===== config.mk =====
export PLATFORM = sky130hd
export DESIGN_NAME = whole_word_substring_finder
export DESIGN_NICKNAME = d
export VERILOG_FILES = /design/src/sv/wwsf_pkg.sv /design/src/sv/wwsf_cell.sv /design/src/sv/wwsf_queue.sv /design/src/sv/whole_word_substring_finder.sv
export SDC_FILE = /design/constraint.sdc
export NUM_CORES = 1
export LEC_CHECK = 0
export ABC_AREA = 1
export BUFFER_PORTS_ARGS = -buffer_cell sky130_fd_sc_hd__buf_4
export CORE_MARGIN = 3
export CORE_UTILIZATION = 44
export CTS_CLUSTER_DIAMETER = 100
export DETAILED_ROUTE_END_ITERATION = 6
export GPL_ROUTABILITY_DRIVEN = 0
export PLACE_DENSITY = 0.57
export SLEW_MARGIN = 20
export SYNTH_ARGS = -nofsm -noshare
export SYNTH_HDL_FRONTEND = slang
export SYNTH_SLANG_ARGS = --single-unit

===== constraint.sdc =====
create_clock -name clock -period 8.2 [get_ports clock]
set_input_delay 0.41 -clock clock [delete_from_list [all_inputs] [get_ports clock]]
set_output_delay 0.41 -clock clock [all_outputs]
set_load 0.005 [all_outputs]

===== src/sv/wwsf_pkg.sv =====
// ----------------------------------------------------------------------------
// wwsf_pkg
// Shared types, constants and byte helpers for the whole-word substring finder.
// ----------------------------------------------------------------------------
package wwsf_pkg;

   localparam int PATTERN_MAX_DEFAULT = 16;
   localparam int LINE_MAX_DEFAULT    = 4096;

   localparam int REG_BYTES = 16;   // bytes held by the two pattern registers
   localparam int LEN_W     = 5;    // pattern_length width
   localparam int OFFSET_W  = 12;   // match_offset width
   localparam int CSR_IDX_W = 3;
   localparam int CSR_DATA_W = 64;
   localparam int Q_DEPTH   = 4;    // result queue entries

   localparam logic [7:0] LETTER_ABOVE = 8'h80;
   localparam logic [7:0] UNDERSCORE   = 8'h5F;

   // register indexes on the csr channel
   localparam logic [CSR_IDX_W-1:0] CSR_PATTERN_LOW    = 3'd0;
   localparam logic [CSR_IDX_W-1:0] CSR_PATTERN_HIGH   = 3'd1;
   localparam logic [CSR_IDX_W-1:0] CSR_PATTERN_LENGTH = 3'd2;
   localparam logic [CSR_IDX_W-1:0] CSR_MATCH_CASE     = 3'd3;
   localparam logic [CSR_IDX_W-1:0] CSR_WHOLE_WORD     = 3'd4;

   // settings every cell of the window needs
   typedef struct packed {
      logic [REG_BYTES*8-1:0] pattern;   // byte i at bits [8i+7:8i]
      logic [LEN_W-1:0]       length;    // active length, already clamped
      logic                   exact;     // 1: no case folding
   } cell_cfg_type;

   typedef struct packed {
      logic [OFFSET_W-1:0] offset;
      logic                last;
   } result_type;

   typedef struct packed {
      logic       valid;
      result_type data;
   } push_type;

   function automatic logic [7:0] fold(input logic [7:0] c, input logic exact);
      logic [7:0] r;
      r = c;
      if (!exact && (c inside {[8'h41:8'h5A]})) begin
         r = c + 8'h20;
      end
      return r;
   endfunction

   function automatic logic letter(input logic [7:0] c);
      return (c inside {[8'h61:8'h7A], [8'h41:8'h5A], UNDERSCORE}) || (c > LETTER_ABOVE);
   endfunction

endpackage


===== src/sv/wwsf_cell.sv =====
// ----------------------------------------------------------------------------
// wwsf_cell
// One window cell: holds one text byte, passes it on each beat, and compares
// the byte arriving in it against its pattern byte.
// ----------------------------------------------------------------------------
module wwsf_cell #(
   parameter int INDEX = 0
) (
   input  logic                  clock,
   input  logic                  shift,
   input  wwsf_pkg::cell_cfg_type cfg,
   input  logic [7:0]            byte_in,
   output logic [7:0]            byte_q,
   output logic                  match
);

   logic [7:0] byte_ff;
   logic [3:0] pat_idx;
   logic [7:0] pat_byte;
   logic       in_use;

   // cell k sees the byte k places back from the newest, which lines up
   // with pattern byte (length - 1 - k)
   always_comb begin
      in_use   = wwsf_pkg::LEN_W'(INDEX) < cfg.length;
      pat_idx  = 4'(cfg.length - wwsf_pkg::LEN_W'(INDEX) - wwsf_pkg::LEN_W'(1));
      pat_byte = cfg.pattern[pat_idx*8 +: 8];
      match    = !in_use ||
                 (wwsf_pkg::fold(byte_in, cfg.exact) ==
                  wwsf_pkg::fold(pat_byte, cfg.exact));
   end

   always_ff @(posedge clock) begin
      if (shift) begin
         byte_ff <= byte_in;
      end
   end

   assign byte_q = byte_ff;

endmodule


===== src/sv/wwsf_queue.sv =====
// ----------------------------------------------------------------------------
// wwsf_queue
// Small result queue: takes up to two results a cycle, hands out one a beat.
// ----------------------------------------------------------------------------
module wwsf_queue (
   input  logic                 clock,
   input  logic                 reset,
   input  wwsf_pkg::push_type   push0,
   input  wwsf_pkg::push_type   push1,   // only used together with push0
   output logic                 room,    // space for two more results
   output logic                 out_valid,
   input  logic                 out_ready,
   output wwsf_pkg::result_type out_data
);

   localparam int PTR_W = $clog2(wwsf_pkg::Q_DEPTH);
   localparam int CNT_W = $clog2(wwsf_pkg::Q_DEPTH + 1);

   wwsf_pkg::result_type mem_ff [wwsf_pkg::Q_DEPTH];
   logic [PTR_W-1:0] head_ff, head_in;
   logic [PTR_W-1:0] tail_ff, tail_in;
   logic [CNT_W-1:0] count_ff, count_in;
   logic             pop;
   logic [CNT_W-1:0] pushes;

   always_comb begin
      pop      = out_valid && out_ready;
      pushes   = CNT_W'(push0.valid) + CNT_W'(push0.valid && push1.valid);
      head_in  = head_ff + PTR_W'(pop);
      tail_in  = tail_ff + PTR_W'(pushes);
      count_in = count_ff + pushes - CNT_W'(pop);
   end

   always_ff @(posedge clock) begin
      if (reset) begin
         head_ff  <= '0;
         tail_ff  <= '0;
         count_ff <= '0;
      end else begin
         head_ff  <= head_in;
         tail_ff  <= tail_in;
         count_ff <= count_in;
      end
   end

   always_ff @(posedge clock) begin
      if (push0.valid) begin
         mem_ff[tail_ff] <= push0.data;
         if (push1.valid) begin
            mem_ff[tail_ff + PTR_W'(1)] <= push1.data;
         end
      end
   end

   assign out_valid = count_ff != '0;
   assign out_data  = mem_ff[head_ff];
   assign room      = count_ff <= CNT_W'(wwsf_pkg::Q_DEPTH - 2);

endmodule


===== src/sv/whole_word_substring_finder.sv =====
// ----------------------------------------------------------------------------
// whole_word_substring_finder
// Streaming search for a 1..16 byte pattern in a text line, with optional
// ASCII case folding and whole-word filtering.
// ----------------------------------------------------------------------------
// Feed one line a byte per beat on req_ (tlast on the final byte). Every
// non-overlapping, leftmost-first hit reports its start offset on rsp_; tlast
// marks the last result caused by one input byte (at most two: a held
// whole-word hit resolved by this byte, then a hit ending on it). The block
// takes one byte per clock while req_tready is high: the window compare is a
// combinational AND over a row of byte cells, and the state update closes in
// that same cycle. Each result is queued as its byte is taken and offered on
// rsp_ behind earlier ones; the four-entry queue drops req_tready only while
// it holds more than two, i.e. when the result side stalls, or when a byte
// producing two results arrives while two earlier results still wait. Write
// the csr_ registers only while no line is in flight.
// ----------------------------------------------------------------------------
module whole_word_substring_finder #(
   parameter int PATTERN_MAX = wwsf_pkg::PATTERN_MAX_DEFAULT,
   parameter int LINE_MAX    = wwsf_pkg::LINE_MAX_DEFAULT
) (
   input  logic                            clock,
   input  logic                            reset,
   // text in
   input  logic                            req_tvalid,
   output logic                            req_tready,
   input  logic [7:0]                      req_tdata,   // [7:0] text_byte
   input  logic                            req_tlast,   // line_end
   // results out
   output logic                            rsp_tvalid,
   input  logic                            rsp_tready,
   output logic [15:0]                     rsp_tdata,   // [11:0] match_offset, [15:12] zero
   output logic                            rsp_tlast,   // last_of_run
   // register writes
   input  logic                            csr_valid,
   output logic                            csr_ready,
   input  logic [wwsf_pkg::CSR_IDX_W-1:0]  csr_index,
   input  logic [wwsf_pkg::CSR_DATA_W-1:0] csr_data
);

   // only the bytes the pattern registers can hold are ever compared
   localparam int LEN_MAX = (PATTERN_MAX < wwsf_pkg::REG_BYTES) ?
                            PATTERN_MAX : wwsf_pkg::REG_BYTES;
   localparam int CELLS   = LEN_MAX;
   localparam int POS_W   = $clog2(LINE_MAX + 1);
   localparam int SUM_W   = POS_W + 1;

   // ---- configuration registers ----
   logic [63:0]                  pattern_low_ff;
   logic [63:0]                  pattern_high_ff;
   logic [wwsf_pkg::LEN_W-1:0]   pattern_length_ff;
   logic                         exact_case_ff;
   logic                         whole_word_ff;

   assign csr_ready = 1'b1;

   always_ff @(posedge clock) begin
      if (reset) begin
         pattern_low_ff    <= '0;
         pattern_high_ff   <= '0;
         pattern_length_ff <= wwsf_pkg::LEN_W'(1);
         exact_case_ff     <= 1'b0;
         whole_word_ff     <= 1'b0;
      end else if (csr_valid && csr_ready) begin
         case (csr_index)
            wwsf_pkg::CSR_PATTERN_LOW:    pattern_low_ff    <= csr_data;
            wwsf_pkg::CSR_PATTERN_HIGH:   pattern_high_ff   <= csr_data;
            wwsf_pkg::CSR_PATTERN_LENGTH: pattern_length_ff <= csr_data[wwsf_pkg::LEN_W-1:0];
            wwsf_pkg::CSR_MATCH_CASE:     exact_case_ff     <= csr_data[0];
            wwsf_pkg::CSR_WHOLE_WORD:     whole_word_ff     <= csr_data[0];
            default: ;
         endcase
      end
   end

   wwsf_pkg::cell_cfg_type cell_cfg;

   always_comb begin
      cell_cfg.pattern = {pattern_high_ff, pattern_low_ff};
      cell_cfg.exact   = exact_case_ff;
      // lengths past what the window holds clamp to the window size
      if (pattern_length_ff > wwsf_pkg::LEN_W'(LEN_MAX)) begin
         cell_cfg.length = wwsf_pkg::LEN_W'(LEN_MAX);
      end else begin
         cell_cfg.length = pattern_length_ff;
      end
   end

   // ---- byte window: chain[k] is the byte k places back, newest included ----
   logic              accept;
   logic [7:0]        chain [CELLS+1];
   logic [CELLS-1:0]  cell_match;

   assign accept   = req_tvalid && req_tready;
   assign chain[0] = req_tdata;

   for (genvar k = 0; k < CELLS; k++) begin : g_cell
      wwsf_cell #(
         .INDEX (k)
      ) u_cell (
         .clock   (clock),
         .shift   (accept),
         .cfg     (cell_cfg),
         .byte_in (chain[k]),
         .byte_q  (chain[k+1]),
         .match   (cell_match[k])
      );
   end

   // ---- line state ----
   logic [POS_W-1:0]              line_pos_ff, line_pos_in;
   logic [POS_W-1:0]              next_start_ff, next_start_in;
   logic                          pend_valid_ff, pend_valid_in;
   logic [wwsf_pkg::OFFSET_W-1:0] pend_start_ff, pend_start_in;

   logic [SUM_W-1:0]              pos_plus1;
   logic [SUM_W-1:0]              len_ext;
   logic [POS_W-1:0]              start;
   logic [7:0]                    prev_byte;
   logic                          cand;
   logic                          hit;
   logic                          emit_pend;
   logic                          emit_new;
   wwsf_pkg::push_type            push0, push1;
   logic                          q_room;
   wwsf_pkg::result_type          q_out;

   always_comb begin
      pos_plus1 = {1'b0, line_pos_ff} + SUM_W'(1);
      len_ext   = SUM_W'(cell_cfg.length);
      start     = POS_W'(pos_plus1 - len_ext);

      // byte just ahead of the candidate (only read when start is nonzero)
      prev_byte = '0;
      for (int k = 0; k <= CELLS; k++) begin
         if (cell_cfg.length == wwsf_pkg::LEN_W'(k)) begin
            prev_byte = chain[k];
         end
      end

      // candidate needs its last byte below LINE_MAX and a full span in line
      cand = (cell_cfg.length != '0) && (line_pos_ff < POS_W'(LINE_MAX)) &&
             (pos_plus1 >= len_ext);
      hit  = cand && (start >= next_start_ff) && (&cell_match);

      // a held whole-word hit is judged on the byte after it
      emit_pend = pend_valid_ff &&
                  !wwsf_pkg::letter(wwsf_pkg::fold(req_tdata, exact_case_ff));

      next_start_in = next_start_ff;
      pend_valid_in = 1'b0;
      pend_start_in = pend_start_ff;
      emit_new      = 1'b0;
      if (hit) begin
         next_start_in = POS_W'(pos_plus1);   // start + length
         if (!whole_word_ff) begin
            emit_new = 1'b1;
         end else if (start != '0 &&
                      wwsf_pkg::letter(wwsf_pkg::fold(prev_byte, exact_case_ff))) begin
            // rejected; span still consumed
         end else if (req_tlast) begin
            emit_new = 1'b1;
         end else begin
            pend_valid_in = 1'b1;
            pend_start_in = wwsf_pkg::OFFSET_W'(start);
         end
      end

      if (req_tlast) begin
         line_pos_in   = '0;
         next_start_in = '0;
         pend_valid_in = 1'b0;
         pend_start_in = '0;
      end else if (line_pos_ff < POS_W'(LINE_MAX)) begin
         line_pos_in = line_pos_ff + POS_W'(1);
      end else begin
         line_pos_in = line_pos_ff;
      end

      // pack results in order: resolved pending hit first
      push0 = '0;
      push1 = '0;
      if (accept) begin
         if (emit_pend) begin
            push0.valid       = 1'b1;
            push0.data.offset = pend_start_ff;
            push0.data.last   = !emit_new;
            push1.valid       = emit_new;
            push1.data.offset = wwsf_pkg::OFFSET_W'(start);
            push1.data.last   = 1'b1;
         end else begin
            push0.valid       = emit_new;
            push0.data.offset = wwsf_pkg::OFFSET_W'(start);
            push0.data.last   = 1'b1;
         end
      end
   end

   always_ff @(posedge clock) begin
      if (reset) begin
         line_pos_ff   <= '0;
         next_start_ff <= '0;
         pend_valid_ff <= 1'b0;
         pend_start_ff <= '0;
      end else if (accept) begin
         line_pos_ff   <= line_pos_in;
         next_start_ff <= next_start_in;
         pend_valid_ff <= pend_valid_in;
         pend_start_ff <= pend_start_in;
      end
   end

   // ---- result queue ----
   wwsf_queue u_queue (
      .clock     (clock),
      .reset     (reset),
      .push0     (push0),
      .push1     (push1),
      .room      (q_room),
      .out_valid (rsp_tvalid),
      .out_ready (rsp_tready),
      .out_data  (q_out)
   );

   assign req_tready = q_room;
   assign rsp_tdata  = {{(16 - wwsf_pkg::OFFSET_W){1'b0}}, q_out.offset};
   assign rsp_tlast  = q_out.last;

endmodule


==> reports/metrics.csv <==
metric,value,unit
hold_buf cts,0,
Die Width,251,µm
Crit path required time,8.41,ns
largest fanout on the critical path,59,
worst reg2reg path startpoint,pattern_length_ff[0]$_SDFFE_PP1P_,
Die Y,251,µm
headroom to the max-slew limit,19.0,%
total grt overflow,0,
Post-Route WL,95.9,mm
Layout area overhead,9.24,%
Total Routing Usage GR,29.5,%
number of I/O pins,101,
Core Rows,89,
CP max stage delay,0.71,ns
Final ANT Viol Nets,0,
CP Capture Point,u_queue.mem_ff[3][8]$_DFFE_PP_,
Netlist cell types,69,
overall power,6.23,mW
Synth Register Bits,361,
Worst R2R End,u_queue.mem_ff[3][8]$_DFFE_PP_,
Worst Setup SP,pattern_length_ff[0]$_SDFFE_PP1P_,
final hold violations,0,
fmax,136,MHz
placed cells,4698,
synthesized area,26500,µm²
clk sink count,361,
drt pass-1 iters,7,
initial core utilization,44.7,%
Worst IR Drop VDD,157,µV
Synth Warn #,0,
core area,59400,µm²
"worst slack, placed",1.01,ns
DR WL/cell,20.1,µm
slowest cell on the critical path,nand2_1,
Worst Hold Class,in2reg,
fraction of layout cells with a size suffix above 1,6.70,%
pin count of the biggest net entering global routing,120,
Worst R2R Path Depth,27,
clock-pin slew on the worst setup and hold paths,0.07,ns
vias in the first global route,22800,
post-CTS setup buffer count,0,
P per Cell Area,215,nW/µm²
Vias/cell,5.49,
Via Count,26200,
max-cap violations,0,
worst skew pair latency,0.58,ns
FILL cells,6145,
clock skew,0.0218,ns
CTS tree,built,
Bufs on Longest Clock Path,3,
htree depth,2,
Crit Path Class,reg2reg,
final cell count without fillers,4776,
PostCTS Resize Cnt,0,
post-DP HPWL,74.6,mm
first-pass GRT wire length,142,mm
final setup vio count,0,
CP Launch Type,register,
Worst Setup End Kind,register,
violated checks,design-rule violations,
min cycle time layout,7.34,ns
Setup TNS Final,0,ns
period utilisation layout,89.6,%
setup ws final,0.855,ns
Root Driver,clkbuf_16,
asr flop ratio synth,0,%
Mean Syn Cell Area,6.64,µm²
Final Slew Violations,0,
internal reg-to-reg setup slack,0.86,ns
RSZ-0062 raised after global routing,no,
initial antenna violation count,5,
WHS,0.0493,ns
Post-synth EDFFs,180,
Port Buf Inserts,95,
Iteration-0 DRC Markers,2987,
P_leak,12.1,nW
Mapped Cells,3991,
# DRC,4,
nets,4123,
Yosys top cell by area,edfxtp_1,
arrival time at the worst endpoint,7.56,ns
"most used cell, CP",nand2_1,
worst slew pin tran,1.20,ns
Synth top area share,20.4,%
top post-synthesis cells by area,"edfxtp_1 (20%), nand2_1 (15%), dfxtp_1 (14%)",
Synth Flop Type,dfxtp_1,
sequential element share of the synthesized area,34.1,%
total CTS buffers,42,
status,finished with violations,
Die ar.,63200,µm²
flip-flops by register name (all words and copies together) (netlist names):
register,flops
g_cell.u_cell.byte_q,128
pattern_high_ff,64
pattern_low_ff,64
u_queue.mem_ff,52
line_pos_ff,13
next_start_ff,13
pend_start_ff,12
pattern_length_ff,5
u_queue.count_ff,3
u_queue.head_ff,2
u_queue.tail_ff,2
exact_case_ff,1
pend_valid_ff,1
whole_word_ff,1
power by group:
group	internal, mW	total (mW)	switching (mW)
Sequential	2.15	2.39	0.232
Combinational	0.630	1.98	1.35
Clock	1.05	1.86	0.812
Total	3.84	6.23	2.40
how the worst min path moves through the flow:
stage                                     startpoint                                     to  slack (ns)  depth (start not counted)
2_1_floorplan  g_cell[10].u_cell.byte_q[1]$_DFFE_PP_  g_cell[11].u_cell.byte_q[1]$_DFFE_PP_        0.43                          0
3_3_place_gp    g_cell[1].u_cell.byte_q[0]$_DFFE_PP_   g_cell[2].u_cell.byte_q[0]$_DFFE_PP_        0.43                          0
3_5_place_dp    g_cell[1].u_cell.byte_q[0]$_DFFE_PP_   g_cell[2].u_cell.byte_q[0]$_DFFE_PP_        0.44                          0
4_1_cts                                 req_tdata[6]   g_cell[0].u_cell.byte_q[6]$_DFFE_PP_        0.02                          1
5_1_grt                                 req_tdata[6]   g_cell[0].u_cell.byte_q[6]$_DFFE_PP_        0.03                          1
6_report                                req_tdata[6]   g_cell[0].u_cell.byte_q[6]$_DFFE_PP_        0.05                          1
Yosys cell counts, types with 89 or more instances:
cell type  number
nor2_1        252
xor2_1         89
nand3_1       135
a21oi_1       206
o21ai_0       602
inv_1         459
dfxtp_1       181
nand2_1      1090
edfxtp_1      180
o21ai_1       159
nand4_1        96
clkbuf_1      121
worst max-delay path, delay by kind of cell (launching register included):
kind	cells	cell delay, ns
buffers and inverters	4	1.33
adder cells (fa/ha/maj)	1	0.32
flip-flops	1	0.49
AO/OA/AOI/OAI	3	1.18
AND/OR/NAND/NOR	19	3.60
final cells by class:
class	instances	area [µm²]	area share, %
Multi-Input combinational cell	2958	14800	51.2
Antenna cell	1	2.50	0.00864
Clock buffer	54	1140	3.92
Timing Repair Buffer	132	1020	3.51
Sequential cell	361	9030	31.2
Clock inverter	23	203	0.700
Tap cell	773	967	3.34
Inverter	474	1790	6.17
through the flow:
step | util [%] | cell area [µm²]
after global routing | 48.8 | 29000
after CTS | 48.8 | 29000
final | 48.8 | 29000
after detailed placement | 46.5 | 27600
after global placement | 46.5 | 27600
after floorplan | - | 26500
per-layer routing:
| layer | GRT usage (%) | part of all wire, % | up-vias |
|---|---|---|---|
| li1 | - | - | 13200 |
| met1 | 41.7 | 44 | 11900 |
| met2 | 46.0 | 44 | 950 |
| met3 | 4.42 | 7.6 | 161 |
| met4 | 10.7 | 4.2 | 0 |
| met5 | 0 | 0 | - |
cell usage in the layout, fill, tap and decap left out, drive strengths merged, types with 2 or more instances in the layout:
master	instances
edfxtp	180
nand2	1094
a31oi	3
o311ai	2
o211ai	11
nand4	100
xor2	93
nor2	259
a41oi	2
o31ai	4
and2	2
inv	472
or2	29
nand3b	6
mux2i	9
xnor2	31
clkinv	20
nor4	25
a211oi	6
o21bai	3
nand3	139
nor3	48
dfxtp	181
bufinv	2
conb	5
fa	2
o21ai	763
a22o	2
ha	71
clkbuf	54
buf	132
o22ai	20
a21oi	208
clkinvlp	3
o21a	9
cells by family after synthesis:
group / count (synthesis) / share of synthesized area (%)
and+or+nand+nor: 1704 / 27.1
xor gates and xnor gates: 124 / 4.35
DFF: 361 / 34.1
adders and majority gates: 73 / 3.50
AOI/OAI and AO/OA: 1043 / 20.4
muxes: 9 / 0.354
other: 2 / 0.0283
buffers and inverters: 675 / 10.2
No activity file was read; power rests on OpenSTA's default activity.
